### src/enf_pkg.sv
`default_nettype none
// ---------------------------------------------------------------------------
// enf_pkg: shared types for the epsilon-NFA matcher
// Item kinds, sequencer states and the control bundle between the sequencer
// and the datapath.
// ---------------------------------------------------------------------------
package enf_pkg;

	// Kind of an input item, carried on s_tuser
	typedef enum logic [1:0] {
		MODE_LOAD_TRANS   = 2'd0,
		MODE_LOAD_CLOSURE = 2'd1,
		MODE_START        = 2'd2,
		MODE_SYMBOL       = 2'd3
	} mode_t;

	// Sequencer states
	typedef enum logic [2:0] {
		ST_CLEAR,
		ST_IDLE,
		ST_PASS_TRANS,
		ST_DRAIN_TRANS,
		ST_PASS_CLOSURE,
		ST_DRAIN_CLOSURE,
		ST_FINISH
	} seq_state_t;

	// Control bundle from sequencer to datapath and top level
	typedef struct packed {
		logic idle;         // ready for a new item
		logic clear;        // write zero rows during the clearing pass
		logic load_trans;   // write one transition row
		logic load_closure; // write one closure row
		logic start;        // set up a closure pass over state 0
		logic step;         // set up a transition pass over the active set
		logic issue_trans;  // read one transition row
		logic issue_closure;// read one closure row
		logic swap;         // targets become the selection mask
		logic commit;       // closure union becomes the active set
		logic emit;         // load the output register
	} enf_ctrl_t;

endpackage
`default_nettype wire

### src/enf_ctrl.sv
`default_nettype none
// ---------------------------------------------------------------------------
// enf_ctrl: item sequencer
// Runs the clearing pass after reset; a symbol item then gets a transition
// pass and a closure pass over the states, a start item only the latter.
// ---------------------------------------------------------------------------
module enf_ctrl #(
	parameter int NUM_STATES  = 16,
	parameter int NUM_SYMBOLS = 8,
	localparam int DEPTH      = NUM_STATES * NUM_SYMBOLS,
	localparam int TA_W       = $clog2(DEPTH)
) (
	input  wire logic                clk,
	input  wire logic                arst_n,
	input  wire logic                in_valid,
	input  wire enf_pkg::mode_t      mode,
	input  wire logic                out_free,
	output enf_pkg::enf_ctrl_t       ctrl,
	output logic [TA_W-1:0]          cnt
);
	import enf_pkg::*;

	seq_state_t state_q, state_d;
	logic [TA_W-1:0] cnt_q;
	logic clear_last, pass_last;
	logic accept;

	assign clear_last = (cnt_q == TA_W'(DEPTH - 1));
	assign pass_last  = (cnt_q == TA_W'(NUM_STATES - 1));
	assign cnt        = cnt_q;
	// Input transfer: only taken while idle
	assign accept     = in_valid && (state_q == ST_IDLE);

	// Next state
	always_comb begin
		state_d = state_q;
		unique case (state_q)
			ST_CLEAR: begin
				if (clear_last) state_d = ST_IDLE;
			end
			ST_IDLE: begin
				if (accept && mode == MODE_START) state_d = ST_PASS_CLOSURE;
				else if (accept && mode == MODE_SYMBOL) state_d = ST_PASS_TRANS;
			end
			ST_PASS_TRANS: begin
				if (pass_last) state_d = ST_DRAIN_TRANS;
			end
			ST_DRAIN_TRANS:   state_d = ST_PASS_CLOSURE;
			ST_PASS_CLOSURE: begin
				if (pass_last) state_d = ST_DRAIN_CLOSURE;
			end
			ST_DRAIN_CLOSURE: state_d = ST_FINISH;
			ST_FINISH: begin
				if (out_free) state_d = ST_IDLE;
			end
			default:          state_d = ST_CLEAR;
		endcase
	end

	// Outputs
	always_comb begin
		ctrl = '0;
		unique case (state_q)
			ST_CLEAR:         ctrl.clear = 1'b1;
			ST_IDLE: begin
				ctrl.idle         = 1'b1;
				ctrl.load_trans   = accept && mode == MODE_LOAD_TRANS;
				ctrl.load_closure = accept && mode == MODE_LOAD_CLOSURE;
				ctrl.start        = accept && mode == MODE_START;
				ctrl.step         = accept && mode == MODE_SYMBOL;
			end
			ST_PASS_TRANS:    ctrl.issue_trans = 1'b1;
			ST_DRAIN_TRANS:   ctrl.swap = 1'b1;
			ST_PASS_CLOSURE:  ctrl.issue_closure = 1'b1;
			ST_DRAIN_CLOSURE: ctrl.commit = 1'b1;
			ST_FINISH:        ctrl.emit = out_free;
			default:          ctrl = '0;
		endcase
	end

	// State register and the shared row counter
	always_ff @(posedge clk or negedge arst_n) begin
		if (!arst_n) begin
			state_q <= ST_CLEAR;
			cnt_q   <= '0;
		end else begin
			state_q <= state_d;
			if ((state_q == ST_CLEAR && !clear_last) ||
			    ((state_q == ST_PASS_TRANS || state_q == ST_PASS_CLOSURE) && !pass_last))
				cnt_q <= cnt_q + 1'b1;
			else
				cnt_q <= '0;
		end
	end

endmodule
`default_nettype wire

### src/enf_datapath.sv
`default_nettype none
// ---------------------------------------------------------------------------
// enf_datapath: row memories and the shared OR-accumulate unit
// Holds the transition and closure rows, the active set, and one accumulator
// that gathers the selected rows of either memory, one row per cycle.
// ---------------------------------------------------------------------------
module enf_datapath #(
	parameter int NUM_STATES  = 16,
	parameter int NUM_SYMBOLS = 8,
	localparam int DEPTH      = NUM_STATES * NUM_SYMBOLS,
	localparam int TA_W       = $clog2(DEPTH),
	localparam int SW         = $clog2(NUM_STATES)
) (
	input  wire logic                  clk,
	input  wire logic                  arst_n,
	input  wire enf_pkg::enf_ctrl_t    ctrl,
	input  wire logic [TA_W-1:0]       cnt,
	input  wire logic [3:0]            state_index,
	input  wire logic [2:0]            symbol,
	input  wire logic [15:0]           row_mask,
	output logic [NUM_STATES-1:0]      active
);
	import enf_pkg::*;

	logic [NUM_STATES-1:0] trans_mem [DEPTH];
	logic [NUM_STATES-1:0] clos_mem [NUM_STATES];

	logic [NUM_STATES-1:0] trans_rdata_s1, clos_rdata_s1;
	logic                  hit_s1, from_trans_s1;
	logic [NUM_STATES-1:0] sel_q, acc_q, acc_next, active_q;
	logic [TA_W-1:0]       ta_q;

	logic [31:0]            st32, sym32, load_addr32;
	logic                   st_ok, sym_ok;
	logic [NUM_STATES+15:0] row_ext;
	logic [NUM_STATES-1:0]  row_d;
	logic [SW-1:0]          idx;

	// Decode load addresses and range checks
	assign st32        = 32'(state_index);
	assign sym32       = 32'(symbol);
	assign st_ok       = st32 < 32'(NUM_STATES);
	assign sym_ok      = sym32 < 32'(NUM_SYMBOLS);
	assign load_addr32 = st32 * 32'(NUM_SYMBOLS) + sym32;
	assign row_ext     = {{NUM_STATES{1'b0}}, row_mask};
	assign row_d       = row_ext[NUM_STATES-1:0];
	assign idx         = cnt[SW-1:0];

	// Transition memory: clear sweep or load write, registered read
	always_ff @(posedge clk) begin
		if (ctrl.clear)
			trans_mem[cnt] <= '0;
		else if (ctrl.load_trans && st_ok && sym_ok)
			trans_mem[load_addr32[TA_W-1:0]] <= row_d;
		trans_rdata_s1 <= trans_mem[ta_q];
	end

	// Closure memory: clear sweep or load write, registered read
	always_ff @(posedge clk) begin
		if (ctrl.clear && 32'(cnt) < 32'(NUM_STATES))
			clos_mem[idx] <= '0;
		else if (ctrl.load_closure && st_ok)
			clos_mem[st32[SW-1:0]] <= row_d;
		clos_rdata_s1 <= clos_mem[idx];
	end

	// Shared accumulate unit: OR in the row read last cycle when selected
	always_comb begin
		acc_next = acc_q;
		if (hit_s1)
			acc_next = acc_q | (from_trans_s1 ? trans_rdata_s1 : clos_rdata_s1);
	end

	// Read tags travel alongside the memory read
	always_ff @(posedge clk or negedge arst_n) begin
		if (!arst_n) begin
			hit_s1        <= 1'b0;
			from_trans_s1 <= 1'b0;
		end else begin
			hit_s1        <= (ctrl.issue_trans || ctrl.issue_closure) && sel_q[idx];
			from_trans_s1 <= ctrl.issue_trans;
		end
	end

	// Selection mask, accumulator and transition row address
	always_ff @(posedge clk) begin
		if (ctrl.start) begin
			sel_q <= NUM_STATES'(1);
			acc_q <= '0;
		end else if (ctrl.step) begin
			sel_q <= sym_ok ? active_q : '0;
			acc_q <= '0;
			ta_q  <= sym32[TA_W-1:0];
		end else if (ctrl.swap) begin
			sel_q <= acc_next;
			acc_q <= '0;
		end else begin
			acc_q <= acc_next;
			if (ctrl.issue_trans)
				ta_q <= ta_q + TA_W'(NUM_SYMBOLS);
		end
	end

	// Active set
	always_ff @(posedge clk or negedge arst_n) begin
		if (!arst_n)
			active_q <= '0;
		else if (ctrl.commit)
			active_q <= acc_next;
	end

	assign active = active_q;

endmodule
`default_nettype wire

### src/epsilon_nfa_matcher_core.sv
`default_nettype none
// ---------------------------------------------------------------------------
// epsilon_nfa_matcher_core: epsilon-NFA simulation over a symbol stream
// Loads transition and closure rows, then tracks the active state set per
// symbol and flags when it meets the final-state mask.
//
//   channel | signals                          | content
//   --------+----------------------------------+---------------------------------
//   s_*     | s_tvalid s_tready s_tdata s_tuser | row loads, start, symbol steps
//   m_*     | m_tvalid m_tready m_tdata         | active set and accepted flag
//   cfg_*   | cfg_we cfg_wdata                  | final-state mask
//
// A load is written in the cycle it is accepted. A symbol step reads one
// row per cycle from the transition memory, then one per cycle from the
// closure memory; start reads only the closure memory, from state 0.
// After reset a clearing pass zeroes both memories; s_tready stays low
// until it ends. A result waits in the output register; the next item is
// taken while it waits, but a new result holds until m_tready frees the
// register.
// ---------------------------------------------------------------------------
module epsilon_nfa_matcher_core #(
	parameter int NUM_STATES  = 16,
	parameter int NUM_SYMBOLS = 8
) (
	input  wire logic        clk,
	input  wire logic        arst_n,
	input  wire logic        s_tvalid,
	output logic             s_tready,
	input  wire logic [23:0] s_tdata,   // [3:0] state_index, [6:4] symbol, [22:7] row_mask
	input  wire logic [1:0]  s_tuser,   // [1:0] mode
	output logic             m_tvalid,
	input  wire logic        m_tready,
	output logic [23:0]      m_tdata,   // [15:0] active_set, [16] accepted
	input  wire logic        cfg_we,
	input  wire logic [15:0] cfg_wdata
);
	import enf_pkg::*;

	localparam int DEPTH = NUM_STATES * NUM_SYMBOLS;
	localparam int TA_W  = $clog2(DEPTH);

	enf_ctrl_t             ctrl;
	logic [TA_W-1:0]       cnt;
	logic [NUM_STATES-1:0] active;
	logic [NUM_STATES+15:0] active_ext;
	logic [15:0]           active16;
	logic                  out_free;
	logic [15:0]           final_q;
	logic                  m_tvalid_q;
	logic [16:0]           m_data_q;

	assign s_tready   = ctrl.idle;
	assign out_free   = !m_tvalid_q || m_tready;
	assign active_ext = {16'd0, active};
	assign active16   = active_ext[15:0];

	enf_ctrl #(
		.NUM_STATES  (NUM_STATES),
		.NUM_SYMBOLS (NUM_SYMBOLS)
	) u_ctrl (
		.clk      (clk),
		.arst_n   (arst_n),
		.in_valid (s_tvalid),
		.mode     (mode_t'(s_tuser)),
		.out_free (out_free),
		.ctrl     (ctrl),
		.cnt      (cnt)
	);

	enf_datapath #(
		.NUM_STATES  (NUM_STATES),
		.NUM_SYMBOLS (NUM_SYMBOLS)
	) u_datapath (
		.clk         (clk),
		.arst_n      (arst_n),
		.ctrl        (ctrl),
		.cnt         (cnt),
		.state_index (s_tdata[3:0]),
		.symbol      (s_tdata[6:4]),
		.row_mask    (s_tdata[22:7]),
		.active      (active)
	);

	// Final-state mask register
	always_ff @(posedge clk or negedge arst_n) begin
		if (!arst_n)
			final_q <= '0;
		else if (cfg_we)
			final_q <= cfg_wdata;
	end

	// Output register: load on emit, drop on transfer
	always_ff @(posedge clk or negedge arst_n) begin
		if (!arst_n)
			m_tvalid_q <= 1'b0;
		else if (ctrl.emit)
			m_tvalid_q <= 1'b1;
		else if (m_tready)
			m_tvalid_q <= 1'b0;
	end

	always_ff @(posedge clk) begin
		if (ctrl.emit)
			m_data_q <= {|(active16 & final_q), active16};
	end

	assign m_tvalid = m_tvalid_q;
	assign m_tdata  = {7'd0, m_data_q};

endmodule
`default_nettype wire
### config.mk
export PLATFORM = sky130hd
export DESIGN_NAME = epsilon_nfa_matcher_core
export DESIGN_NICKNAME = d
export VERILOG_FILES = /design/src/enf_pkg.sv /design/src/enf_ctrl.sv /design/src/enf_datapath.sv /design/src/epsilon_nfa_matcher_core.sv
export SDC_FILE = /design/constraint.sdc
export NUM_CORES = 2
export LEC_CHECK = 0
export BUFFER_PORTS_ARGS = -buffer_cell sky130_fd_sc_hd__buf_2
export CAP_MARGIN = 0
export CORE_MARGIN = 10
export CORE_UTILIZATION = 30
export DETAILED_ROUTE_END_ITERATION = 8
export SLEW_MARGIN = 20
export SYNTH_ARGS = -nofsm -noshare
export SYNTH_HDL_FRONTEND = slang
export SYNTH_SLANG_ARGS = --single-unit
### constraint.sdc
create_clock -name clk -period 5.4 [get_ports clk]
set_input_delay 0 -clock clk [delete_from_list [all_inputs] [get_ports clk]]
set_output_delay 0 -clock clk [all_outputs]
set_load 0.01 [all_outputs]
# [Word level (Yosys, flattened, before mapping)]
# Memories as Yosys holds them, arrays and structs flattened. A register that Yosys moved wholly into a read port is not among the register bits.
# Index checks and enable logic that the tools add are counted.
# W data, S select, Z words.
[totals] ff_bits=101 mem_count=2 output_inout_bits=26 wordCells=115 latch_bits=0 mem_bits_rw=2304 rom_bits=0
[op_classes] n_shift=0 reduce_logical=30 n_mux=44 n_mul=0 order_cmp=4 div=0 bitwise=3 add_sub_neg=3 eq_ne=17
[memory_table] memory="u_datapath.trans_mem" depth=128 word_bits=16 rd=1 rd_ports_with_merged_regs=1 wr=1 line="enf_datapath.sv:25" text="logic [NUM_STATES-1:0] trans_mem [DEPTH];"
[memory_table] memory="u_datapath.clos_mem" depth=16 word_bits=16 rd=1 rd_ports_with_merged_regs=1 wr=1 line="enf_datapath.sv:26" text="logic [NUM_STATES-1:0] clos_mem [NUM_STATES];"
[op_table] op="$mux W16" count=7
[op_table] op="$reduce_or A16 Y1" count=3
[op_table] op="$mux W7" count=4
[op_table] op="$mux W1" count=22
[op_table] op="$mux W3" count=7
[op_table] op="$pmux W3 S7" count=1
[op_table] op="$and A16 B16 Y16" count=1
[op_table] op="$or A16 B16 Y16" count=1
[op_table] op="$logic_and A1 B1 Y1" count=12
[op_table] op="$lt A4 B5 Y1 const B" count=2
[op_table] op="$ne A2 B1 Y1 const B" count=5
[op_table] op="$eq A3 B3 Y1 const B" count=3
[op_table] op="$mux W4" count=2
[op_table] op="$add A7 B1 Y7 const B" count=1
[op_table] op="$add A7 B3 Y7" count=1
[op_table] op="$add A7 B4 Y7 const B" count=1
[op_table] op="$eq A7 B4 Y1 const B" count=1
[op_table] op="$eq A7 B7 Y1 const B" count=1
[op_table] op="$lt A7 B5 Y1 const B" count=1
[op_table] op="$eq A3 B2 Y1 const B" count=2
[op_table] op="$reduce_bool A2 Y1" count=3
[op_table] op="$reduce_and A5 Y1" count=1
[op_table] op="$bmux W1 S4" count=1
[op_table] op="$eq A2 B2 Y1 const B" count=2
[op_table] op="other kinds (11)" count=16

# [Longest topological paths before layout]
[logic_depth] word_depth=11 depth_mapped=9 mapped_depth_nobuf=6

# [Hierarchy]
# A second synthesis with hierarchy kept.
[hier_totals] hier_cells=3934 area_unflattened_um2=93345.8
[modules_own_cells] module="enf_datapath" cells_each=3797 instances=1 area_each_um2=91435.2
[modules_own_cells] module="epsilon_nfa_matcher_core" cells_each=71 instances=1 area_each_um2=1330.0
[modules_own_cells] module="enf_ctrl" cells_each=66 instances=1 area_each_um2=580.6

# [Worst setup path after synthesis]
# Ideal clock, no wire load.
[synth_path] kind="register to register" start="register u_ctrl.state_q[2]" end="memory u_datapath.trans_mem[0][10] (data pin)" slack_ps=1436 path_stages_with_launch=7 t_arrival_ps=3427 path_buffers=3 t_required_ps=4863 path_cell_list="dfrtp_1 or3b_2 clkbuf_1 inv_1 clkbuf_1 clkbuf_1 and3_1"
[synth_between] elab_chain_cells=11 elab_cells_between_ends=13 classes_between="1 x eq/ne; 6 x mux; 6 x reduce/logical"
[synth_lines] item="start, declared" line="enf_ctrl.sv:23" text="seq_state_t state_q, state_d;"
[synth_lines] item="start signal, assigned" line="enf_ctrl.sv:87" text="state_q <= state_d;"
[synth_lines] item="$eq A3 B1 Y1" line="enf_ctrl.sv:32, enf_ctrl.sv:63"
[synth_lines] item="$logic_and A1 B1 Y1" line="enf_ctrl.sv:32" text="assign accept = in_valid && (state_q == ST_IDLE);"
[synth_lines] item="$logic_and A1 B1 Y1" line="enf_ctrl.sv:67" text="ctrl.load_trans = accept && mode == MODE_LOAD_TRANS;"
[synth_lines] item="$mux W4" line="enf_ctrl.sv:63" text="unique case (state_q)"
[synth_lines] item="$logic_and A1 B1 Y1 (2 in series)" line="enf_datapath.sv:53" text="else if (ctrl.load_trans && st_ok && sym_ok)"
[synth_lines] item="$mux W1" line="enf_datapath.sv:53"
[synth_lines] item="$mux W1 (*)" line="enf_datapath.sv:51" text="if (ctrl.clear)"
[synth_lines] item="$mux W1 (not written as such) (*)" line="enf_datapath.sv:54" text="trans_mem[load_addr32[TA_W-1:0]] <= row_d;"
[synth_lines] item="$reduce_or A16 Y1 (no source line) (*)"
[synth_lines] item="$mux W16 (no source line) (*)"
[synth_lines] item="end, declared" line="enf_datapath.sv:25"
# Mark *: on every way between the ends. The rest lies on a longest branch, timed or not.

# [Worst setup path in the final report]
[layout_path] start="register u_ctrl.state_q[2]" end="memory u_datapath.trans_mem[63][5], enable pin"
[layout_between] elab_chain_cells=11 elab_cells_between_ends=16 classes_between="1 x eq/ne; 9 x mux; 6 x reduce/logical"
[layout_lines] item="$eq A3 B1 Y1" line="enf_ctrl.sv:32, enf_ctrl.sv:63"
[layout_lines] item="$logic_and A1 B1 Y1" line="enf_ctrl.sv:32"
[layout_lines] item="$logic_and A1 B1 Y1" line="enf_ctrl.sv:67"
[layout_lines] item="$mux W4" line="enf_ctrl.sv:63"
[layout_lines] item="$logic_and A1 B1 Y1 (2 in series)" line="enf_datapath.sv:53"
[layout_lines] item="$mux W1" line="enf_datapath.sv:53"
[layout_lines] item="$mux W1" line="enf_datapath.sv:51"
[layout_lines] item="$mux W1 (not written as such)" line="enf_datapath.sv:54"
[layout_lines] item="$reduce_or A16 Y1 (no source line)"
[layout_lines] item="$mux W7 (no source line) / $mux W1 (equally long branches)"
# Several ways; a longest one is shown, not always the timed one.

==> flow_summary_export.csv <==
group,metric,value,unit
run_status,status,"complete, no violations",
global_route,grt_antenna_before_repair,23,
yosys,synth_edf_count,2328,
critical_path,cp.required,5.90,ns
floorplanning,die_area,0.334,mm2
cts,clk_pin_slew,0.07,ns
cts,clock_latency,0.88,ns
sta,slew_headroom,21.9,%
sta,final_hold_viol_count,0,
floorplanning,die_w,578,um
power,power_density,392,mW/mm2
route,dr.pass1.iters,5,
global_route,grt_pass1_wl,322000,um
flow_run,maxCapViolCount,0,
yosys,ys_seq_area_share,77.4,%
yosys,yosysTopAreaCell,"edfxtp_1",
global_route,gr-total-overflow,0,
placement,port_buffers,64,
sta,fin_ws,1.21,ns
critical_path,worstPathCellList,"or3b_2 -> nor2_1 -> buf_4 -> mux2i_1 -> nand2_1 -> nor2_1 -> buf_4",
route,drc,0,
yosys,synth-main-ff-cell,"edfxtp_1",
critical_path,cpPeakStageDelay,0.93,ns
final_layout,fin_util,35.2,%
cts,cts_buffer_depth,3,
cts,cts_tree,"yes",
floorplanning,coreArea,0.309,mm2
sta,setup_tns,0,ns
route,wl_per_cell,25.2,um
yosys,ys_types,52,
cts,numCtsBuffers,228,
critical_path,path_max_fanout,16,
critical_path,startpoint_type,"flop",
placement,gp_congestion,0.770,
power,vdd_drop_max,0.359,mV
yosys,netlist.area_leader.share,74.9,%
sta,fin_worst_skew,0.0548,ns
cts,cts_setup_buffers,0,
global_route,grt_max_degree,118,
placement,dpl.hpwl,126000,um
cts,cts_resized,0,
route,vias_per_cell,4.94,
route,drt_iter0_markers,4767,
critical_path,arrival,4.69,ns
route,final_antenna_net_count,0,
placement,dp_slack,1.27,ns
final_layout,nFillCells,28300,
power,p_leak,32.8,nW
sta,drv_slew,0,
cts,cts-root-buf,"clkbuf_16",
yosys,synth_area_leaders,"edfxtp_1, mux4_2, dfxtp_1",
yosys,netlist_area,0.0934,mm2
sta,holdWs,0.0532,ns
global_route,grt_pass1_vias,44400,
floorplanning,ios,73,
sta,fmax,239,MHz
final_layout,synthToLayoutAreaGrowth,16.6,%
cts,cts_hold_buf,79,
critical_path,critPathKind,"flop to flop",
route,num_vias,43400,
floorplanning,start_util,30.2,%
route,routed_wl,221000,um
yosys,synthCells,4059,
yosys,syn_area_per_cell,23.0,um2
yosys,yosys_warnings,0,
global_route,grt_usage,13.0,%
sta,setup_violations,0,
yosys,ys_async_sr_fraction,1.85,%
sta,rsz0062_at_grt,"false",
hold_path,min_path_type,"input port to flop",
cts,htree_levels,4,
final_layout,fin_nets,4505,
yosys,ys_seq_elements,2437,
floorplanning,rows,204,
sta,worst_slew_pin_slew,1.14,ns
cts,clock_sinks,2437,
sta,min_period,4.19,ns
final_layout,drive_gt1_share,31.1,%
critical_path,cp_slowest_cell,"mux2i_1",
sta,post-route-period-util,77.6,%
critical_path,worst_setup_path_end_kind,"flop",
floorplanning,die_y,578,um
-- stage by stage --
step	total power [mW]	cells	area, um2
after floorplan	24.9	4065	93400
after global placement	26.8	8257	100000
after detailed placement	26.9	8257	100000
after CTS	42.9	8768	109000
after global routing	44.0	8780	109000
final	42.6	8787	109000
-- flip-flops by register name (all words and copies together), names as in the netlist --
| signal | count |
|---|---|
| u_datapath.ta_q | 7 |
| u_datapath.clos_rdata_s1 | 16 |
| u_datapath.from_trans_s1 | 1 |
| u_ctrl.state_q | 3 |
| u_datapath.clos_mem | 256 |
| m_tvalid | 1 |
| u_datapath.acc_q | 16 |
| m_data_q | 17 |
| u_datapath.trans_rdata_s1 | 16 |
| u_ctrl.cnt | 7 |
| u_datapath.sel_q | 16 |
| u_datapath.trans_mem | 2048 |
| u_datapath.hit_s1 | 1 |
| u_datapath.active | 16 |
| final_q | 16 |
-- synth_stat cells (18+ instances only) --
master	count
a21oi_1	52
a221oi_1	36
and2_1	18
and3_1	19
buf_1	36
buf_2	54
clkbuf_1	133
dfrtp_1	45
dfxtp_1	64
edfxtp_1	2328
mux2_2	48
mux2i_1	74
mux4_2	706
nand2_1	74
nor2_1	180
o21ai_0	46
-- worst paths after layout --
| path | from | to | slack [ns] | depth (start not counted) |
|---|---|---|---|---|
| setup / recovery | u_ctrl.state_q[2] | u_datapath.trans_mem[63][5] | 1.21 | 7 |
| max in group asynchronous | arst_n | u_ctrl.cnt[0] | 4.57 | 4 |
| setup reg to reg | u_ctrl.state_q[2] | u_datapath.trans_mem[63][5] | 1.21 | 7 |
| min in group asynchronous | arst_n | final_q[6] | 0.33 | 4 |
| hold reg to reg | u_datapath.acc_q[5] | u_datapath.acc_q[5] | 0.47 | 2 |
| hold / removal | s_tdata[6] | u_datapath.ta_q[2] | 0.05 | 2 |
-- worst max-delay path: cells and delay by family (launching register included) --
kind	cells	cell delay [ns]
flip-flops	1	0.53
buffers and inverters	2	0.63
AND/OR/NAND/NOR	4	1.69
multiplexers	1	0.93
-- cell type report --
| cell class | instances | area [um2] | share of cell area (%) |
|---|---|---|---|
| repair buffers | 392 | 3470 | 3.19 |
| flip-flops and latches | 2437 | 72300 | 66.4 |
| diodes | 9 | 22.5 | 0.0207 |
| inverters | 12 | 45.0 | 0.0414 |
| well taps | 4120 | 5150 | 4.74 |
| multi-input cells | 1385 | 20300 | 18.6 |
| clock inverters | 148 | 1500 | 1.38 |
| clock buffers | 284 | 6070 | 5.58 |
-- cells in the final DEF, fill, tap and decap left out, drive strengths merged, types with 4 or more instances in the layout --
cell type and n:
mux2i 74, a22o 4, buf 313, conb 7, inv 17, and2 18, dfxtp 64, nand3 8
and3 19, bufinv 24, clkinv 109, xnor2 5, diode 9, o21ai 47, nand2b 14, a21oi 52
nor2 180, nand2 74, nor2b 4, a22oi 16, edfxtp 2328, mux2 48, nor3 14, nor3b 5
o22ai 16, clkbuf 284, mux4 706, dlygate4sd3 79, clkinvlp 10, dfrtp 45, a221oi 36
-- routing by layer --
metal / GRT usage [%] / part of all wire (%)
met5: 0 / 0.026
met4: 3.90 / 2.7
met3: 2.36 / 7.1
met2: 21.1 / 48
met1: 18.0 / 42
-- report_power, final --
part / total (mW) / internal (mW) / switching [mW]
clock: 16.1 / 9.14 / 6.95
sequential: 22.1 / 21.5 / 0.589
combinational: 4.44 / 1.73 / 2.72
total: 42.6 / 32.4 / 10.3
-- cells by family after synthesis --
| family | after synthesis | share of synthesized area [%] |
|---|---|---|
| xor gates and xnor gates | 8 | 0.0750 |
| adders and majority gates | 2 | 0.0268 |
| other | 1 | 0.00402 |
| muxes | 828 | 18.4 |
| DFF | 2437 | 77.4 |
| and+or+nand+nor | 350 | 1.66 |
| buffers and inverters | 243 | 1.09 |
| AOI/OAI and AO/OA | 190 | 1.30 |
No activity file was read; power rests on OpenSTA's default activity.
